--- src/rtl/arp_pkg.sv ---
// Package for the ARP resolver: payload structs, result kinds, FSM states.
// Used by every module in rtl/. No dependencies.
package arp_pkg;

    localparam int unsigned TableEntriesDefault = 16;
    localparam int unsigned QueueDepthDefault   = 16;
    localparam int unsigned PortsDefault        = 4;
    localparam int unsigned MaxFrameLenDefault  = 1600;
    localparam int unsigned MaxResults          = 16;
    localparam int unsigned CfgRegs             = 8;

    localparam logic [47:0] BroadcastMac = 48'hFFFF_FFFF_FFFF;

    typedef enum logic [2:0] {
        K_REPLY    = 3'd0,
        K_REQUEST  = 3'd1,
        K_RELEASED = 3'd2,
        K_LOOKUP   = 3'd3,
        K_FULL     = 3'd4
    } t_kind;

    typedef enum logic [1:0] {
        F_RX_ARP  = 2'd0,
        F_LOOKUP  = 2'd1,
        F_ENQUEUE = 2'd2,
        F_REQUEST = 2'd3
    } t_func;

    localparam logic [1:0]  OpNone    = 2'd0;
    localparam logic [1:0]  OpRequest = 2'd1;
    localparam logic [1:0]  OpReply   = 2'd2;
    localparam logic [15:0] ArpOpRequest = 16'd1;

    typedef enum logic [2:0] {
        S_IDLE,
        S_TSCAN,
        S_QSCAN,
        S_DONE
    } t_state;

    typedef struct packed {
        logic [1:0]  func;
        logic [15:0] arp_op;
        logic [31:0] sender_ip;
        logic [47:0] sender_mac;
        logic [31:0] target_ip;
        logic [1:0]  port;
        logic [7:0]  packet_handle;
        logic [10:0] pkt_bytes;
    } t_in_item;

    typedef struct packed {
        logic [2:0]  kind;
        logic [1:0]  out_port;
        logic [47:0] dest_mac;
        logic [47:0] src_mac;
        logic [1:0]  out_op;
        logic [31:0] out_sender_ip;
        logic [31:0] out_target_ip;
        logic [7:0]  out_handle;
        logic [10:0] out_len;
        logic        hit;
        logic        last;
    } t_out_item;

    // Queue entry as stored in the queue memory.
    typedef struct packed {
        logic [31:0] hop_ip;
        logic [1:0]  port;
        logic [7:0]  handle;
        logic [10:0] len;
    } t_qentry;

endpackage

--- src/rtl/arp_table_mem.sv ---
// IP-to-MAC table memory: one write port, one registered read port.
// Depends on arp_pkg.
module arp_table_mem #(
    parameter int unsigned Depth = arp_pkg::TableEntriesDefault,
    parameter int unsigned AddrW = (Depth > 1) ? $clog2(Depth) : 1
) (
    input  logic             i_clk,
    input  logic             i_we,
    input  logic [AddrW-1:0] i_waddr,
    input  logic [79:0]      i_wdata,
    input  logic [AddrW-1:0] i_raddr,
    output logic [79:0]      o_rdata
);
    import arp_pkg::*;

    logic [79:0] mem [Depth];

    // Write and registered read.
    always_ff @(posedge i_clk) begin
        if (i_we) begin
            mem[i_waddr] <= i_wdata;
        end
        o_rdata <= mem[i_raddr];
    end
endmodule

--- src/rtl/arp_queue_mem.sv ---
// Pending-packet queue memory: one write port, one registered read port.
// Depends on arp_pkg.
module arp_queue_mem #(
    parameter int unsigned Depth = arp_pkg::QueueDepthDefault,
    parameter int unsigned AddrW = (Depth > 1) ? $clog2(Depth) : 1
) (
    input  logic               i_clk,
    input  logic               i_we,
    input  logic [AddrW-1:0]   i_waddr,
    input  arp_pkg::t_qentry   i_wdata,
    input  logic [AddrW-1:0]   i_raddr,
    output arp_pkg::t_qentry   o_rdata
);
    import arp_pkg::*;

    t_qentry mem [Depth];

    // Write and registered read.
    always_ff @(posedge i_clk) begin
        if (i_we) begin
            mem[i_waddr] <= i_wdata;
        end
        o_rdata <= mem[i_raddr];
    end
endmodule

--- src/rtl/arp_resolver_with_pending_queue.sv ---
// Top level of the ARP resolver with pending-packet queue.
// Depends on arp_pkg, arp_table_mem and arp_queue_mem.
//
//  channel  | handshake                  | payload
//  ---------+----------------------------+---------------------------
//  command  | i_start, o_busy            | i_item  (t_in_item)
//  result   | o_res_valid (strobe)       | o_res   (t_out_item)
//  config   | i_cfg_valid, o_cfg_ready   | i_cfg_index, i_cfg_data
//
// Requests, enqueues, send requests and replies that find the queue empty
// keep o_busy low, so they can follow each other every cycle; their result
// comes in the cycle after the transfer. A lookup reads the table one entry a
// cycle and holds o_busy until its scan ends. A received reply scans the
// queue one entry a cycle, compacting it in place through the queue memory's
// read and write ports, and holds o_busy until the scan ends.
// Reset is synchronous and clears the counts and the controller; memory
// contents are not cleared. Results are strobes and cannot be stalled.
module arp_resolver_with_pending_queue #(
    parameter int unsigned TableEntries = arp_pkg::TableEntriesDefault,
    parameter int unsigned QueueDepth   = arp_pkg::QueueDepthDefault,
    parameter int unsigned Ports        = arp_pkg::PortsDefault,
    parameter int unsigned MaxFrameLen  = arp_pkg::MaxFrameLenDefault
) (
    input  logic               i_clk,
    input  logic               i_rst_n,
    input  logic               i_start,
    output logic               o_busy,
    input  arp_pkg::t_in_item  i_item,
    output logic               o_res_valid,
    output arp_pkg::t_out_item o_res,
    input  logic               i_cfg_valid,
    output logic               o_cfg_ready,
    input  logic [2:0]         i_cfg_index,
    input  logic [47:0]        i_cfg_data
);
    import arp_pkg::*;

    localparam int unsigned TAw = (TableEntries > 1) ? $clog2(TableEntries) : 1;
    localparam int unsigned QAw = (QueueDepth > 1) ? $clog2(QueueDepth) : 1;
    localparam int unsigned TCw = $clog2(TableEntries + 1);
    localparam int unsigned QCw = $clog2(QueueDepth + 1);
    localparam int unsigned RCw = $clog2(MaxResults + 1);
    localparam logic [10:0] LenMax = 11'(MaxFrameLen > 2047 ? 2047 : MaxFrameLen);

    // Configuration registers.
    logic [47:0] r_port_mac [4];
    logic [31:0] r_port_ip  [4];

    assign o_cfg_ready = 1'b1;

    always_ff @(posedge i_clk) begin
        if (!i_rst_n) begin
            for (int k = 0; k < 4; k++) begin
                r_port_mac[k] <= '0;
                r_port_ip[k]  <= '0;
            end
        end else if (i_cfg_valid) begin
            if (!i_cfg_index[2]) begin
                r_port_mac[i_cfg_index[1:0]] <= i_cfg_data;
            end else begin
                r_port_ip[i_cfg_index[1:0]] <= i_cfg_data[31:0];
            end
        end
    end

    // Controller state.
    t_state       r_state, n_state;
    t_in_item     r_item,  n_item;
    logic [TCw-1:0] r_tcnt, n_tcnt;
    logic [QCw-1:0] r_qcnt, n_qcnt;
    logic [TCw-1:0] r_ti,   n_ti;   // read index of table scan
    logic [QCw-1:0] r_ri,   n_ri;   // read index of queue scan
    logic [QCw-1:0] r_wi,   n_wi;   // write index of compaction
    logic [RCw-1:0] r_nrel, n_nrel;
    logic           r_pend, n_pend; // a released result is held back
    t_out_item      r_held, n_held;
    logic           r_vld,  n_vld;
    t_out_item      r_res,  n_res;

    // Memory ports.
    logic            t_we;
    logic [TAw-1:0]  t_waddr, t_raddr;
    logic [79:0]     t_wdata, t_rdata;
    logic            q_we;
    logic [QAw-1:0]  q_waddr, q_raddr;
    t_qentry         q_wdata, q_rdata;

    arp_table_mem #(.Depth(TableEntries), .AddrW(TAw)) u_table (
        .i_clk(i_clk), .i_we(t_we), .i_waddr(t_waddr), .i_wdata(t_wdata),
        .i_raddr(t_raddr), .o_rdata(t_rdata)
    );

    arp_queue_mem #(.Depth(QueueDepth), .AddrW(QAw)) u_queue (
        .i_clk(i_clk), .i_we(q_we), .i_waddr(q_waddr), .i_wdata(q_wdata),
        .i_raddr(q_raddr), .o_rdata(q_rdata)
    );

    always_ff @(posedge i_clk) begin
        if (!i_rst_n) begin
            r_state <= S_IDLE;
            r_tcnt  <= '0;
            r_qcnt  <= '0;
            r_ti    <= '0;
            r_ri    <= '0;
            r_wi    <= '0;
            r_nrel  <= '0;
            r_pend  <= 1'b0;
            r_vld   <= 1'b0;
        end else begin
            r_state <= n_state;
            r_tcnt  <= n_tcnt;
            r_qcnt  <= n_qcnt;
            r_ti    <= n_ti;
            r_ri    <= n_ri;
            r_wi    <= n_wi;
            r_nrel  <= n_nrel;
            r_pend  <= n_pend;
            r_vld   <= n_vld;
        end
        r_item <= n_item;
        r_held <= n_held;
        r_res  <= n_res;
    end

    assign o_busy      = (r_state != S_IDLE);
    assign o_res_valid = r_vld;
    assign o_res       = r_res;

    // Next state, memory control and results.
    always_comb begin
        t_out_item o;
        logic      port_ok;
        logic      match;
        logic [1:0] qp;
        o       = '0;
        n_state = r_state;
        n_item  = r_item;
        n_tcnt  = r_tcnt;
        n_qcnt  = r_qcnt;
        n_ti    = r_ti;
        n_ri    = r_ri;
        n_wi    = r_wi;
        n_nrel  = r_nrel;
        n_pend  = r_pend;
        n_held  = r_held;
        n_vld   = 1'b0;
        n_res   = '0;
        t_we    = 1'b0;
        t_waddr = r_tcnt[TAw-1:0];
        t_wdata = {r_item.sender_ip, r_item.sender_mac};
        t_raddr = r_ti[TAw-1:0];
        q_we    = 1'b0;
        q_waddr = r_wi[QAw-1:0];
        q_wdata = q_rdata;
        q_raddr = r_ri[QAw-1:0];
        port_ok = ({30'd0, i_item.port} < 32'(Ports));
        match   = 1'b0;
        qp      = q_rdata.port;

        case (r_state)
            S_IDLE: begin
                n_ti   = '0;
                n_ri   = '0;
                n_wi   = '0;
                n_nrel = '0;
                n_pend = 1'b0;
                t_raddr = '0;
                q_raddr = '0;
                if (i_start) begin
                    n_item = i_item;
                    case (t_func'(i_item.func))
                        F_RX_ARP: begin
                            if (i_item.arp_op != ArpOpRequest) begin
                                if (r_tcnt >= TCw'(TableEntries)) begin
                                    o.kind = K_FULL;
                                    o.last = 1'b1;
                                    n_vld  = 1'b1;
                                    n_res  = o;
                                end else begin
                                    t_we    = 1'b1;
                                    t_wdata = {i_item.sender_ip, i_item.sender_mac};
                                    n_tcnt  = r_tcnt + 1'b1;
                                    n_state = (r_qcnt == '0) ? S_IDLE : S_QSCAN;
                                    n_ri    = (r_qcnt == '0) ? '0 : QCw'(1);
                                end
                            end else if (port_ok &&
                                         r_port_ip[i_item.port] == i_item.target_ip) begin
                                o.kind          = K_REPLY;
                                o.out_port      = i_item.port;
                                o.dest_mac      = i_item.sender_mac;
                                o.src_mac       = r_port_mac[i_item.port];
                                o.out_op        = OpReply;
                                o.out_sender_ip = r_port_ip[i_item.port];
                                o.out_target_ip = i_item.sender_ip;
                                o.last          = 1'b1;
                                n_vld = 1'b1;
                                n_res = o;
                            end
                        end
                        F_LOOKUP: begin
                            if (r_tcnt == '0) begin
                                o.kind = K_LOOKUP;
                                o.last = 1'b1;
                                n_vld  = 1'b1;
                                n_res  = o;
                            end else begin
                                n_state = S_TSCAN;
                                n_ti    = TCw'(1);
                            end
                        end
                        F_ENQUEUE: begin
                            if (port_ok) begin
                                if (r_qcnt >= QCw'(QueueDepth)) begin
                                    o.kind = K_FULL;
                                    o.last = 1'b1;
                                    n_vld  = 1'b1;
                                    n_res  = o;
                                end else begin
                                    q_we    = 1'b1;
                                    q_waddr = r_qcnt[QAw-1:0];
                                    q_wdata.hop_ip = i_item.target_ip;
                                    q_wdata.port   = i_item.port;
                                    q_wdata.handle = i_item.packet_handle;
                                    q_wdata.len    = (i_item.pkt_bytes > LenMax) ?
                                                     LenMax : i_item.pkt_bytes;
                                    n_qcnt = r_qcnt + 1'b1;
                                end
                            end
                        end
                        default: begin
                            if (port_ok) begin
                                o.kind          = K_REQUEST;
                                o.out_port      = i_item.port;
                                o.dest_mac      = BroadcastMac;
                                o.src_mac       = r_port_mac[i_item.port];
                                o.out_op        = OpRequest;
                                o.out_sender_ip = r_port_ip[i_item.port];
                                o.out_target_ip = i_item.target_ip;
                                o.last          = 1'b1;
                                n_vld = 1'b1;
                                n_res = o;
                            end
                        end
                    endcase
                end
            end

            // Table scan: t_rdata holds entry r_ti - 1.
            S_TSCAN: begin
                o.kind = K_LOOKUP;
                o.last = 1'b1;
                if (t_rdata[79:48] == r_item.target_ip) begin
                    o.hit      = 1'b1;
                    o.dest_mac = t_rdata[47:0];
                    n_vld   = 1'b1;
                    n_res   = o;
                    n_state = S_DONE;
                end else if (r_ti >= r_tcnt) begin
                    n_vld   = 1'b1;
                    n_res   = o;
                    n_state = S_DONE;
                end else begin
                    n_ti = r_ti + 1'b1;
                end
            end

            // Queue scan: q_rdata holds entry r_ri - 1. Released entries are held back
            // until the next release or the end of the scan, so the final one can carry last.
            S_QSCAN: begin
                match = (q_rdata.hop_ip == r_item.sender_ip) &&
                        (r_nrel < RCw'(MaxResults));
                if (match) begin
                    qp = q_rdata.port;
                    if (r_pend) begin
                        n_vld = 1'b1;
                        n_res = r_held;
                    end
                    o.kind       = K_RELEASED;
                    o.out_port   = qp;
                    o.dest_mac   = r_item.sender_mac;
                    o.src_mac    = r_port_mac[qp];
                    o.out_handle = q_rdata.handle;
                    o.out_len    = q_rdata.len;
                    n_held = o;
                    n_pend = 1'b1;
                    n_nrel = r_nrel + 1'b1;
                end else begin
                    q_we = 1'b1;
                    n_wi = r_wi + 1'b1;
                end
                if (r_ri >= r_qcnt) begin
                    n_qcnt  = match ? r_wi : r_wi + 1'b1;
                    n_state = S_DONE;
                    if (match) begin
                        n_held.last = 1'b1;
                    end else if (r_pend) begin
                        n_pend = 1'b0;
                        n_vld  = 1'b1;
                        n_res  = r_held;
                        n_res.last = 1'b1;
                    end
                end else begin
                    n_ri = r_ri + 1'b1;
                end
            end

            // Flush a held release if any, then go idle.
            S_DONE: begin
                if (r_pend) begin
                    n_vld  = 1'b1;
                    n_res  = r_held;
                    n_pend = 1'b0;
                end
                n_state = S_IDLE;
            end

            default: begin
                n_state = S_IDLE;
            end
        endcase
    end

`ifndef SYNTH
    // Counts never exceed the store depths.
    assert property (@(posedge i_clk) disable iff (!i_rst_n)
        r_tcnt <= TCw'(TableEntries) && r_qcnt <= QCw'(QueueDepth))
        else $error("count beyond depth");

    // Compaction never writes ahead of the scan.
    assert property (@(posedge i_clk) disable iff (!i_rst_n)
        r_state == S_QSCAN |-> r_wi < r_ri)
        else $error("compaction overtook scan");

    // A result while idle only follows an accepted command or a finished scan.
    assert property (@(posedge i_clk) disable iff (!i_rst_n)
        o_res_valid |-> $past(i_start) || $past(r_state) != S_IDLE)
        else $error("spurious result");

    // The queue never grows during a reply scan.
    assert property (@(posedge i_clk) disable iff (!i_rst_n)
        r_state == S_QSCAN |=> r_qcnt <= $past(r_qcnt))
        else $error("queue grew during scan");
`endif
endmodule

--- config.mk ---
export PLATFORM = sky130hd
export DESIGN_NAME = arp_resolver_with_pending_queue
export DESIGN_NICKNAME = d
export VERILOG_FILES = /design/src/rtl/arp_pkg.sv /design/src/rtl/arp_table_mem.sv /design/src/rtl/arp_queue_mem.sv /design/src/rtl/arp_resolver_with_pending_queue.sv
export SDC_FILE = /design/constraint.sdc
export NUM_CORES = 2
export LEC_CHECK = 0
export BUFFER_PORTS_ARGS = -buffer_cell sky130_fd_sc_hd__buf_2
export CAP_MARGIN = 15
export CORE_ASPECT_RATIO = 2
export CORE_MARGIN = 2
export CORE_UTILIZATION = 54
export CTS_CLUSTER_DIAMETER = 200
export CTS_CLUSTER_SIZE = 12
export DETAILED_ROUTE_END_ITERATION = 8
export PLACE_DENSITY = 0.71
export SLEW_MARGIN = 20
export SYNTH_ARGS = -nofsm -noshare
export SYNTH_HDL_FRONTEND = slang
export SYNTH_HIERARCHICAL = 1
export SYNTH_SLANG_ARGS = --single-unit
--- constraint.sdc ---
create_clock -name i_clk -period 13.75 [get_ports i_clk]
set_clock_uncertainty 0.1 [all_clocks]
set_input_delay 2.0625 -clock i_clk [delete_from_list [all_inputs] [get_ports i_clk]]
set_output_delay 2.0625 -clock i_clk [all_outputs]
set_load 0.05 [all_outputs]
==> summary.txt <==
Clock network
  – Total CTS buffers: 294
  – Clock buffer depth: 4
  – CTS root buffer: clkbuf_16
  – CTS tree: yes
  – Clock sink count: 3033
  – Clk_lat worst skew: 0.85 ns
  – Worst-path clk slew: 0.06 ns
  – H-tree depth: 5
  – Setup bufs post-CTS: 0
  – Hold_buf cts: 0
  – CTS resizes: 0

Power and ir drop
  – Sw power: 4.25 mW
  – Sequential cell fraction of total power: 0.549
  – Logic pwr share: 0.065
  – Worst vdd ir: 105 uV
  – Static Leak: 42.1 nW
  – Clock power frac: 0.386
  – P_int: 15.0 mW
  – Pwr dens: 150 mW/mm^2
  – Sw frac: 0.221

Drt
  – Vias: 57670
  – 1st-iter DRT viols: 5950
  – # DRC: 0
  – Drt wl/cell: 31.5 um
  – Routed Antenna Nets: 0
  – Drt via density: 6.27
  – TritonRoute pass-1 iters: 7
  – Final WL: 290000 um

Floorplan
  – Die height: 657 um
  – # rows: 239
  – I/O pins: 397
  – Die area: 0.217 mm^2
  – Core Region: 0.212 mm^2
  – Die width: 330 um
  – Initial Utilization: 0.544

Status
  – Status: finished clean

Timing
  – Crit share post-route: 0.458
  – Setup total negative slack: 0 ns
  – RSZ-0062 raised after global routing: no
  – Post-route minimum period: 6.30 ns
  – Final setup vio count: 0
  – Slew @ Worst Pin: 1.15 ns
  – Max-Slew Margin vs Limit: 0.233
  – Setup WS post-layout: 7.45 ns
  – F_max: 159 MHz
  – Max-slew violation count: 0
  – Final hold vios: 0

Synth
  – Count leader, synth: edfxtp_1
  – Share of the synthesized area in the top cell type: 0.699
  – Post-synthesis net count: 5918
  – Async SR Flop Fraction: 0
  – Largest cells by area after synthesis: edfxtp_1, mux4_2, dfxtp_1
  – EDFF count, synth: 2678
  – Cells after Synth: 5685
  – Sequential area share after synthesis: 0.761
  – Synth warnings: 6
  – Cell variety after synth: 63
  – #FFs+latches synth: 3033
  – Average size of a mapped cell: 20.2 um^2
  – Yosys top cell by area: edfxtp_1
  – Post-synth top cells: edfxtp_1, mux4_2, and2_1, dfxtp_1, nand2_1
  – Synthesized cell area: 0.115 mm^2
  – Dominant register cell in the synthesized netlist: edfxtp_1

Placed design
  – PortBufs: 395
  – Placed insts: 8646
  – DP HPWL: 172000 um
  – Global placement routability congestion: 0.829
  – Setup WS pre-CTS: 6.56 ns

Global routing
  – Number of global-route vias before repair: 60606
  – Antenna violations before repair: 44
  – GRT Overall Usage: 0.269
  – First-pass GRT wire length: 417000 um
  – Grt ovf: 0
  – Pin count of the biggest net entering global routing: 147

Critical path
  – Critical path startpoint category: input pin
  – Critical path buffer and inverter count: 3
  – Max Fanout on Critical Path: 71
  – Crit end category: flip-flop
  – Max stage delay cell, worst path: o21ai_0
  – Reg2Reg Launch Point: r_state[0]$_SDFFE_PN0P_
  – Crit path kind: input pin to flip-flop
  – Arr. time, crit path: 6.66 ns
  – Cells along the critical path: buf_2 > nand2_1 > inv_6 > nand3_4 > o21ai_0 > nand2_1 > nor2_4 > buf_4
  – Top delay family on crit path: simple AND/OR/NAND/NOR gates
  – Crit-path max cell delay: 0.96 ns
  – Most common cell on crit path: nand2_1
  – Critical path origin: i_start
  – Req. time, crit path: 14.11 ns

Flow run
  – Max-cap violations: 0

Final layout
  – Final net count: 6405
  – Final Non-Filler Cells: 9194
  – Layout cells sized above 1: 0.256
  – Layout area overhead: 12.1%
  – Fill cell count: 14872

Worst hold path
  – HP Class: flip-flop to flip-flop
  – Hold wc startpoint: r_item[84]$_DFFE_PP_
[power by group through the flow]
stage          Sequential, mW  Combinational (mW)  Clock (mW)
6_report                 10.6                1.25        7.45
5_1_grt                  10.6                1.34        7.91
4_1_cts                  10.6                1.26        7.58
3_5_place_dp             10.8                1.26           0
3_3_place_gp             10.8                1.21           0
2_1_floorplan            10.9               0.679           0
[cell type report]
class	count	area, um^2	area share
Tap cell	2771	3470	0.0269
Sequential cell	3033	87500	0.679
Antenna cell	15	37.5	0.000291
Clock buffer	522	8510	0.0660
Multi-Input combinational cell	2308	26300	0.204
Clock inverter	10	106	0.000825
Timing Repair Buffer	507	2900	0.0225
Inverter	28	115	0.000893
[final timing paths]
path / slack (ns) / cells past startpoint / end
setup / recovery: 7.45 / 8 / u_queue/mem[7][2]$_DFFE_PP_
setup reg to reg: 7.86 / 10 / u_queue/mem[7][2]$_DFFE_PP_
hold / removal: 0.34 / 0 / r_held[166]$_DFFE_PP_
hold reg to reg: 0.34 / 0 / r_held[166]$_DFFE_PP_
[worst register-to-register path, delay by kind of cell, from the launching register on]
| kind | cells | cell delay, ns |
|---|---|---|
| AO/OA/AOI/OAI | 1 | 0.97 |
| adder cells (fa/ha/maj) | 1 | 0.15 |
| buffers and inverters | 4 | 1.63 |
| flip-flops | 1 | 0.35 |
| AND/OR/NAND/NOR | 4 | 2.25 |
[sequential cells by signal, indices dropped and copies added (netlist names), 53 cells and up, named ones only]
| register | cells |
|---|---|
| u_table/mem | 1280 |
| u_queue/mem | 848 |
| r_port_mac | 192 |
| o_res | 188 |
| r_port_ip | 128 |
| r_held | 117 |
| r_item | 112 |
| u_table/o_rdata | 80 |
| u_queue/o_rdata | 53 |
[kinds of logic (layout without fill, tap and decap cells)]
kind of cell	after synthesis	after routing	synth area share
flip-flops	3033	3033	0.761
AO/OA/AOI/OAI	542	542	0.0366
XOR/XNOR	102	102	0.00776
adder cells (fa/ha/maj)	27	27	0.00294
buffers and inverters	344	1067	0.0146
multiplexers	744	744	0.137
AND/OR/NAND/NOR	892	892	0.0401
other	1	16	0.0000326
[metal layers]
metal,vias to the layer above,track usage,share of wire
met5,-,0,0.00058
met4,28,0.0968,0.036
met3,517,0.0539,0.080
met2,2630,0.473,0.53
met1,30454,0.328,0.35
li1,24041,-,-
[per-stage QoR]
stage / total power [mW] / util / hold slack, ns / area (um^2)
CTS: 19.4 / 0.609 / 0.339 / 129000
floorplan: 11.5 / - / 0.306 / 115000
global route: 19.9 / 0.609 / 0.349 / 129000
finish: 19.3 / 0.609 / 0.337 / 129000
detailed placement: 12.0 / 0.568 / 0.318 / 120000
global placement: 12.0 / 0.568 / 0.318 / 120000
[cell usage in the layout, fill, tap and decap left out, types with 51 or more instances in the layout]
cell and n:
edfxtp_1 2678, mux4_2 660, buf_2 393, and2_1 371, dfxtp_1 353, nand2_1 315, clkbuf_16 308, a22oi_1 268
clkbuf_1 214, buf_4 107, a22o_1 88, mux2_2 81, xor2_1 61, a21o_1 51
(Power assumes the default switching activity.)
